$ cat config.mk
export PLATFORM = sky130hd
export DESIGN_NAME = ictf_queue
export DESIGN_NICKNAME = d
export VERILOG_FILES = /design/src/sv/ictf_pkg.sv /design/src/sv/ictf_queue.sv
export SDC_FILE = /design/constraint.sdc
export NUM_CORES = 1
export LEC_CHECK = 0
export BUFFER_PORTS_ARGS = -buffer_cell sky130_fd_sc_hd__buf_2
export CORE_MARGIN = 2
export CORE_UTILIZATION = 55
export CTS_CLUSTER_SIZE = 10
export DETAILED_ROUTE_END_ITERATION = 8
export GPL_ROUTABILITY_DRIVEN = 0
export GPL_TIMING_DRIVEN = 0
export PLACE_DENSITY = 0.86
export RECOVER_POWER = 25
export SLEW_MARGIN = 0
export SYNTH_ARGS = -nofsm -noshare
export SYNTH_HDL_FRONTEND = slang
export SYNTH_SLANG_ARGS = --single-unit
$ cat constraint.sdc
create_clock -name clk -period 9.6 [get_ports clk]
set_clock_uncertainty 0.1 [all_clocks]
set_input_delay 0 -clock clk [delete_from_list [all_inputs] [get_ports clk]]
set_output_delay 0 -clock clk [all_outputs]
set_load 0.01 [all_outputs]
$ cat src/sv/ictf_pkg.sv
// shared types, constants and tables of the complementary tilt filter
package ictf_pkg;

  localparam int CORDIC_STEPS = 22;
  localparam int SQRT_STEPS   = 32;
  localparam int RECIP_STEPS  = 3;

  // 256000000 = 2^14 * 15625, the 2^14 part is a shift
  // ceil(2^59 / 15625), exact floor quotient for dividends below 2^45
  localparam logic [45:0] RECIP_CONST = 46'd36893488147420;
  localparam logic [59:0] ROUND_HALF  = 60'd128000000;

  localparam logic [16:0] WEIGHT_ONE   = 17'd65536;
  localparam logic [23:0] GAIN_RESET   = 24'd128070;
  localparam logic [16:0] WEIGHT_RESET = 17'd64225;
  localparam logic signed [25:0] ANGLE_180 = 26'sd11796480;

  typedef logic [1:0] cfg_addr_t;
  localparam cfg_addr_t CFG_GYRO_GAIN    = 2'd0;
  localparam cfg_addr_t CFG_BLEND_WEIGHT = 2'd1;

  typedef struct packed {
    logic [19:0]        elapsed_us;
    logic signed [15:0] rate_y;
    logic signed [15:0] rate_x;
    logic signed [15:0] accel_z;
    logic signed [15:0] accel_y;
    logic signed [15:0] accel_x;
  } sample_t;

  typedef struct packed {
    logic valid;
  } queue_ctl_t;

  typedef enum logic [3:0] {
    ST_IDLE, ST_MUL1, ST_MUL2, ST_MUL3, ST_SQRT, ST_CINIT,
    ST_CORDIC, ST_GYRO, ST_BLEND1, ST_BLEND2, ST_PUSH
  } state_t;

  // atan(2^-i) in 1/65536 degree
  function automatic logic [21:0] atan_tab(input logic [4:0] i);
    logic [21:0] v;
    unique case (i)
      5'd0:  v = 22'd2949120;
      5'd1:  v = 22'd1740967;
      5'd2:  v = 22'd919879;
      5'd3:  v = 22'd466945;
      5'd4:  v = 22'd234379;
      5'd5:  v = 22'd117304;
      5'd6:  v = 22'd58666;
      5'd7:  v = 22'd29335;
      5'd8:  v = 22'd14668;
      5'd9:  v = 22'd7334;
      5'd10: v = 22'd3667;
      5'd11: v = 22'd1833;
      5'd12: v = 22'd917;
      5'd13: v = 22'd458;
      5'd14: v = 22'd229;
      5'd15: v = 22'd115;
      5'd16: v = 22'd57;
      5'd17: v = 22'd29;
      5'd18: v = 22'd14;
      5'd19: v = 22'd7;
      5'd20: v = 22'd4;
      5'd21: v = 22'd2;
      default: v = 22'd0;
    endcase
    return v;
  endfunction

endpackage

$ cat src/sv/ictf_queue.sv
// two-entry sample queue between the stream input and the filter engine
module ictf_queue (
  input  logic                clk,
  input  logic                rst_n,
  input  logic                in_tvalid,
  output logic                in_tready,
  input  ictf_pkg::sample_t   in_smp,
  output ictf_pkg::sample_t   q_smp,
  output ictf_pkg::queue_ctl_t q_ctl_o,
  input  logic                q_pop
);

  ictf_pkg::sample_t mem_r [2];
  logic       wr_ptr_r, wr_ptr_nxt;
  logic       rd_ptr_r, rd_ptr_nxt;
  logic [1:0] cnt_r, cnt_nxt;
  logic       push, pop;

  assign in_tready = (cnt_r != 2'd2);
  assign push      = in_tvalid && in_tready;
  assign pop       = q_pop && (cnt_r != 2'd0);
  assign q_smp     = mem_r[rd_ptr_r];
  assign q_ctl_o.valid = (cnt_r != 2'd0);

  always_comb begin
    wr_ptr_nxt = push ? ~wr_ptr_r : wr_ptr_r;
    rd_ptr_nxt = pop ? ~rd_ptr_r : rd_ptr_r;
    cnt_nxt    = cnt_r + {1'b0, push} - {1'b0, pop};
  end

  always_ff @(posedge clk) begin
    if (!rst_n) begin
      wr_ptr_r <= 1'b0;
      rd_ptr_r <= 1'b0;
      cnt_r    <= 2'd0;
    end else begin
      wr_ptr_r <= wr_ptr_nxt;
      rd_ptr_r <= rd_ptr_nxt;
      cnt_r    <= cnt_nxt;
    end
  end

  always_ff @(posedge clk) begin
    if (push) begin
      mem_r[wr_ptr_r] <= in_smp;
    end
  end

endmodule

==> results of run 1 <==
## area by class of cell
| type | instances | area (um2) |
|---|---|---|
| flip-flops and latches | 205 | 6106 |
| fillers | 744 | 3009 |
| well taps | 180 | 225.2 |
| plain buffers | 11 | 211.5 |
| inverters | 1 | 3.754 |
| multi-input cells | 118 | 1644 |
| clock inverters | 1 | 30.03 |
| clock buffers | 35 | 663.1 |
| repair buffers | 312 | 2096 |
## logic make-up (layout without fill, tap and decap cells)
group                      Yosys count  after routing  synth area share
AOI/OAI and AO/OA                    1              1         0.0009443
muxes                              101            101            0.1901
buffers and inverters               12            360           0.02706
DFF                                205            205            0.7678
adders and majority gates            2              2          0.003146
xor gates and xnor gates             3              3          0.003305
and+or+nand+nor                     11             11          0.007709
## worst max-delay path by stage
stage	depth (start not counted)	to	startpoint
after floorplan	3	mem_r[0][0]$_DFFE_PP_	cnt_r[0]$_SDFF_PN0_
after global placement	3	mem_r[0][88]$_DFFE_PP_	cnt_r[0]$_SDFF_PN0_
after detailed placement	5	mem_r[0][56]$_DFFE_PP_	cnt_r[0]$_SDFF_PN0_
after CTS	5	mem_r[0][88]$_DFFE_PP_	cnt_r[0]$_SDFF_PN0_
after global routing	5	mem_r[0][54]$_DFFE_PP_	cnt_r[0]$_SDFF_PN0_
final	5	mem_r[0][82]$_DFFE_PP_	cnt_r[0]$_SDFF_PN0_
## power by group through the flow
stage / clock, mW / sequential [mW] / combinational (mW)
after floorplan: 0 / 1.18 / 0.501
after global placement: 0 / 1.19 / 0.704
after detailed placement: 0 / 1.18 / 0.746
after CTS: 0.818 / 1.16 / 0.783
after global routing: 0.861 / 1.17 / 0.825
final: 0.809 / 1.16 / 0.780
## critical path, cell delays in order, from the launching register on
cell	delay (ns)
dfxtp_1	0.37
nand2b_1	0.17
nand2_1	0.15
nor2_4	0.66
buf_16	0.25
buf_12	0.22
## flip-flops by register name (all words and copies together) (netlist names), named ones only
name      flops
mem_r       200
cnt_r         2
rd_ptr_r      1
wr_ptr_r      1
## what timing repair did
action | 4_1_cts | 5_1_grt
endpoints found under the hold margin | 205 | 0
buffers inserted | 0 | 0
hold buffers | 103 | 0
endpoints found under the setup margin | 0 | 0
## per-layer routing
metal / vias up / global-route usage
li1: 2005 / -
met1: 2164 / 0.2490
met2: 165 / 0.4063
met3: 32 / 0.04432
met4: 0 / 0.05618
met5: - / 0
## layout by cell type, fill, tap and decap left out, drive strengths merged, types with 2 or more instances in the layout
cell and count:
xnor2 3, buf 168, and2 2, edfxtp 200, clkbuf 87, nand2 2
dfxtp 5, nand2b 2, dlygate4sd3 103, ha 2, nor2b 2, mux2 100
## through the flow
step | area [um2] | total power, mW | setup WS (ns)
after global routing | 10980 | 2.857 | 7.203
after CTS | 11040 | 2.761 | 7.299
final | 10980 | 2.751 | 7.331
after floorplan | 7953 | 1.683 | 4.121
after global placement | 9204 | 1.898 | 2.112
after detailed placement | 9319 | 1.921 | 7.303
==> out/qor.yml, run 1 <==
outcome: "completed"
grt_usage: 0.2155
maxCapViolCount: 0
synth_top_area_frac: 0.7552
die_h_um: 124.2
synth_edf_count: 200
crit_arrival_ns: 2.35
worstHoldStart: "in_smp[29]"
p_int_mw: 2.043
drtIter0Drc: 264
p_seq_frac: 0.422
regToRegSetupSlack_ns: 7.33
r2r-end: "mem_r[0][82]$_DFFE_PP_"
numPlacedInstances: 724
drive_above_1_share: 0.4363
wirelength_um: 16890
grt_pass1_vias: 4871
combPwrFrac: 0.284
synth_area_um2: 7953
hold_violations: 0
grt_pass1_wl_um: 26100
antenna_found_initial: 0
fmax_ghz: 0.4407
coreArea_um2: 13990
nets: 779
yosysUniqueCellTypes: 17
synth.most_common_cell: "edfxtp_1"
crit_type: "reg2reg"
met1_length_um: 6310
synth.area.top_cells: "edfxtp_1 (76%), mux2_4 (19%), buf_12 (2.5%), dfxtp_1 (1.3%), xnor2_1 (0.33%)"
drv_slew: 0
clock_path_buffers: 3
worstRegToRegCells: 5
numPortBuffers: 205
hold_class: "in2reg"
end_kind: "register"
routed-wl-met2_um: 9268
io_pins: 206
die_area_um2: 15440
whs_path_depth: 2
rsz0062_at_grt: "no"
holdWs_ns: 0.1286
avgSynthCellArea_um2: 23.74
gr-total-overflow: 0
die_w_um: 124.2
ys_warn_count: 0
finalCritPeriodShare: 0.2364
worstMarginPinSlew_ns: 0.8163
drtAntennaViolNets: 0
synth_nets: 441
stdcell_count: 863
clockPowerShare: 0.294
p_per_area_nw_per_um2: 250.6
yosysSeqAreaShare: 0.7678
synthArstFlopShare: 0
fp-row-count: 43
crit_fanout: 33
hpwl_um: 9652
via_per_inst: 5.059
whs_endpoint: "mem_r[1][29]$_DFFE_PP_"
numCtsBuffers: 24
grt_max_degree: 57
swShare: 0.2574
worstSetupStartpointType: "register"
start_util: 0.5685
top_layer: "met4"
r2r_start: "cnt_r[0]$_SDFF_PN0_"
post_cts_resize_count: 0
synthTopCellsByCount: "edfxtp_1 (200), mux2_4 (100), buf_12 (10)"
leakagePower_nw: 4.255
power.switching_mw: 0.7082
required_ns: 9.68
dr.pass1.iters: 4
fin_util: 0.7849
diodes: 0
cts_tree: "built"
finalCriticalPeriod_ns: 2.269
yosys.area.top_type: "edfxtp_1"
syn_to_final_growth_pct: 38.06
synth-seq-cells: 205
tns_ns: 0
ys.flop_type: "edfxtp_1"
wire_per_inst_um: 19.57
route.met3.wl_um: 939
slew_headroom: 0.4545
ir_drop_mv: 0.2712
h-tree-depth: 1
drc_errors: 0
syn_inst: 335
clkLatencyLatePin_ns: 0.48
setup_viol: 0
path_clk_slew_ns: 0.05
cts_sinks: 205
vias: 4366
root_buffer: "clkbuf_16"
Note: power is estimated with default switching activity, not from simulation.
==> inputs of run 2 (changes only) <==
--- a/config.mk
+++ b/config.mk
@@ -5,14 +5,15 @@
 export SDC_FILE = /design/constraint.sdc
 export NUM_CORES = 1
 export LEC_CHECK = 0
+export ABC_AREA = 1
 export BUFFER_PORTS_ARGS = -buffer_cell sky130_fd_sc_hd__buf_2
 export CORE_MARGIN = 2
-export CORE_UTILIZATION = 55
+export CORE_UTILIZATION = 53
 export CTS_CLUSTER_SIZE = 10
 export DETAILED_ROUTE_END_ITERATION = 8
 export GPL_ROUTABILITY_DRIVEN = 0
 export GPL_TIMING_DRIVEN = 0
-export PLACE_DENSITY = 0.86
+export PLACE_DENSITY = 0.83
 export RECOVER_POWER = 25
 export SLEW_MARGIN = 0
 export SYNTH_ARGS = -nofsm -noshare
==> constraint.sdc (replaced) <==
create_clock -name clk -period 2.3 [get_ports clk]
set_clock_uncertainty 0.1 [all_clocks]
set_input_delay 0 -clock clk [delete_from_list [all_inputs] [get_ports clk]]
set_output_delay 0 -clock clk [all_outputs]
set_load 0.01 [all_outputs]
==> run 2 against run 1 <==
  * Utilization is 2.9 points lower
  * Worst hold slack better by 0.0033 ns
  * Cell count is 2.9% higher
  * Via count is 2.8% higher
  * Sequential power grew to 4.2 times the previous value
  * Register-to-register slack worse by 7.2 ns
  * Clock-buffer cell count is 7 higher
  * Combinational power grew to 4.1 times the previous value
  * Maximum frequency is 5.9% higher
  * Sequential share of layout area is 0.20 points lower
  * Largest cell class unchanged
  * Highest routed layer unchanged
==> out/qor.yml, run 2 <==
outcome: "completed"  # unchanged
tns_ns: 0  # unchanged
syn_to_final_growth_pct: 38.52  # was 38.06%
coreArea_um2: 14590  # was 13,990 um2
grtUsageMet2: 0.3995  # was 0.4063
io_pins: 206  # unchanged
dr.pass1.iters: 7  # was 4
rsz0062_at_grt: "no"  # unchanged
worstMarginPinSlew_ns: 0.6756  # was 0.8163 ns
numCtsBuffers: 24  # unchanged
final_cell_mix: "edfxtp_1 (200), buf_2 (152), dlygate4sd3_1 (103), mux2_4 (100), clkbuf_1 (66)"  # was edfxtp_1 (200), buf_2 (153), dlygate4sd3_1 (103), mux2_4 (100), clkbuf_1 (61)
clock_path_buffers: 3  # unchanged
grt_pass1_vias: 5028  # was 4,871
postCtsSetupRepairBufs: 0  # unchanged
regMostFlops: "mem_r"  # unchanged
required_ns: 2.42  # was 9.68 ns
p_total_mw: 11.45  # was 2.751 mW
synth_nets: 453  # was 441
synth_edf_count: 200  # unchanged
synth-seq-cells: 205  # unchanged
hpwl_um: 9843  # was 9652 um
drv_slew: 0  # unchanged
leakagePower_nw: 4.298  # was 4.255 nW
drc_errors: 0  # unchanged
swShare: 0.2661  # was 0.2574
whs_endpoint: "mem_r[1][90]$_DFFE_PP_"  # was mem_r[1][29]$_DFFE_PP_
fill_cells: 830  # was 744
hold_violations: 0  # unchanged
die_h_um: 126.5  # was 124.2 um
worstHoldStart: "in_smp[90]"  # was in_smp[29]
wire_per_inst_um: 19.45  # was 19.57 um
regToRegSetupSlack_ns: 0.16  # was 7.33 ns
setup_viol: 0  # unchanged
clockPowerShare: 0.294  # about the same
drive_above_1_share: 0.4347  # was 0.4363
finalCritPeriodShare: 0.9315  # was 0.2364
combPwrFrac: 0.278  # was 0.284
ys.flop_type: "edfxtp_1"  # unchanged
crit_arrival_ns: 2.27  # was 2.35 ns
cts_sinks: 205  # unchanged
synthArstFlopShare: 0  # unchanged
grt_max_degree: 43  # was 57
synth.area.top_cells: "edfxtp_1 (75%), mux2_4 (19%), buf_12 (2.5%), dfxtp_1 (1.3%), nand2_1 (0.42%)"  # was edfxtp_1 (76%), mux2_4 (19%), buf_12 (2.5%), dfxtp_1 (1.3%), xnor2_1 (0.33%)
worstRegToRegCells: 6  # was 5
avgSynthCellArea_um2: 22.94  # was 23.74 um2
vias: 4487  # was 4,366
finalCriticalPeriod_ns: 2.143  # was 2.269 ns
start_util: 0.5455  # was 0.5685
synth_area_um2: 7959  # was 7953 um2
r2r_start: "cnt_r[0]$_SDFF_PN0_"  # unchanged
die_w_um: 126.5  # was 124.2 um
end_kind: "register"  # unchanged
p_per_area_nw_per_um2: 1039  # was 250.6 nW/um2
power.switching_mw: 3.046  # was 0.7082 mW
p_int_mw: 8.403  # was 2.043 mW
clkLatencyLatePin_ns: 0.49  # was 0.48 ns
cts_tree: "built"  # unchanged
post_cts_resize_count: 0  # unchanged
synth_top_area_frac: 0.7546  # was 0.7552
syn_inst: 347  # was 335
ys_warn_count: 0  # unchanged
wirelength_um: 17280  # was 16,890 um
fmax_ghz: 0.4667  # was 0.4407 GHz
whs_path_depth: 2  # unchanged
grt_usage: 0.2131  # was 0.2155
path_clk_slew_ns: 0.06  # was 0.05 ns
crit_fanout: 42  # was 33
yosys.area.top_type: "edfxtp_1"  # unchanged
grt_pass1_wl_um: 26490  # was 26,100 um
r2r-end: "mem_r[1][76]$_DFFE_PP_"  # was mem_r[0][82]$_DFFE_PP_
gr-total-overflow: 0  # unchanged
crit_type: "reg2reg"  # unchanged
maxCapViolCount: 0  # unchanged
slew_headroom: 0.5486  # was 0.4545
top_usage_layer: "met2"  # unchanged
diodes: 0  # unchanged
yosysUniqueCellTypes: 11  # was 17
h-tree-depth: 1  # unchanged
met1_usage: 0.2393  # was 0.2490
root_buffer: "clkbuf_16"  # unchanged
mostFrequentLayoutCell: "edfxtp_1"  # unchanged
antenna_found_initial: 0  # unchanged
globalRouteMet3Util: 0.04344  # was 0.04432
synthTopCellsByCount: "edfxtp_1 (200), mux2_4 (100), buf_12 (10)"  # unchanged
largest_reg_flops: 200  # unchanged
via_per_inst: 5.053  # was 5.059
p_seq_frac: 0.428  # was 0.422
ir_drop_mv: 0.7071  # was 0.2712 mV
numPortBuffers: 205  # unchanged
nets: 792  # was 779
fp-row-count: 44  # was 43
hold_class: "in2reg"  # unchanged
drtIter0Drc: 250  # was 264
worstSetupStartpointType: "register"  # unchanged
die_area_um2: 16010  # was 15,440 um2
drtAntennaViolNets: 0  # unchanged
synth.most_common_cell: "edfxtp_1"  # unchanged
top_regs: "mem_r x200, cnt_r x2"  # unchanged
yosysSeqAreaShare: 0.7672  # was 0.7678
[run 2: cell types whose count changed after synthesis, sizes merged, moves of 2 or more]
cell / change
inv: +6
nand2: +7
nand3: +3
nor2: +7
nand2b: -2
and2: -2
a21oi: +2
xnor2: -3
nor2b: -2
[run 2: final cells by class]
type / count / area, um2 / share of cell area
flip-flops and latches: 205 / 6108 / 0.5541
repair buffers: 313 / 2103 / 0.1908
multi-input cells: 124 / 1643 / 0.1490
clock buffers: 42 / 678.2 / 0.06151
well taps: 184 / 230.2 / 0.02088
plain buffers: 11 / 211.5 / 0.01918
inverters: 7 / 30.03 / 0.002724
clock inverters: 2 / 20.02 / 0.001816
[run 2: worst max-delay path, cell delays in order, from the launching register on]
cell and delay, ns:
dfxtp_2 0.33, inv_2 0.07, nand2_4 0.07, nand3_2 0.10, clkinvlp_4 0.54, buf_12 0.41
buf_12 0.21
[run 2: how the worst max path moves through the flow]
stage	start	to	slack, ns
floorplan	cnt_r[0]$_SDFF_PN0_	mem_r[0][0]$_DFFE_PP_	-0.22
global placement	cnt_r[0]$_SDFF_PN0_	mem_r[1][71]$_DFFE_PP_	-0.93
detailed placement	cnt_r[0]$_SDFF_PN0_	mem_r[1][75]$_DFFE_PP_	0.12
CTS	cnt_r[0]$_SDFF_PN0_	mem_r[1][76]$_DFFE_PP_	0.12
global route	cnt_r[0]$_SDFF_PN0_	mem_r[1][71]$_DFFE_PP_	0.01
finish	cnt_r[0]$_SDFF_PN0_	mem_r[1][76]$_DFFE_PP_	0.16
[run 2: cell families (layout without fill, tap and decap cells)]
| family | Yosys count | after routing | share of synthesized area |
|---|---|---|---|
| DFF | 205 | 205 | 0.7672 |
| buffers and inverters | 18 | 375 | 0.02987 |
| muxes | 100 | 100 | 0.1886 |
| adders and majority gates | 2 | 2 | 0.003144 |
| AOI/OAI and AO/OA | 2 | 2 | 0.001258 |
| and+or+nand+nor | 20 | 20 | 0.009903 |
[run 2: what timing repair did]
item	4_1_cts	5_1_grt
endpoints found under the setup margin	0	0
hold buffers	103	0
endpoints found under the hold margin	223	0
[run 2: metrics by stage]
stage | instances | utilization | cell area (um2) | hold WS, ns | worst slack (ns)
floorplan | 347 | - | 7993 | -0.006584 | -0.2245
global placement | 736 | 0.6340 | 9249 | 0.08809 | -0.9283
detailed placement | 741 | 0.6413 | 9356 | 0.09074 | 0.1225
CTS | 888 | 0.7599 | 11090 | 0.1039 | 0.1202
global route | 888 | 0.7557 | 11020 | 0.1105 | 0.01059
finish | 888 | 0.7557 | 11020 | 0.1319 | 0.1575
[run 2: power groups by stage]
stage | Combinational (mW) | Clock, mW | Sequential [mW]
final | 3.18 | 3.37 | 4.90
after detailed placement | 3.03 | 0 | 4.96
after CTS | 3.19 | 3.42 | 4.89
after global routing | 3.38 | 3.58 | 4.94
after floorplan | 2.04 | 0 | 4.93
after global placement | 2.87 | 0 | 4.96
[run 2: routing by layer]
layer  up-vias  wire (um)
met5         -          0
met4         0        520
met3        43        967
met2       176       9448
met1      2219       6340
li1       2049          -
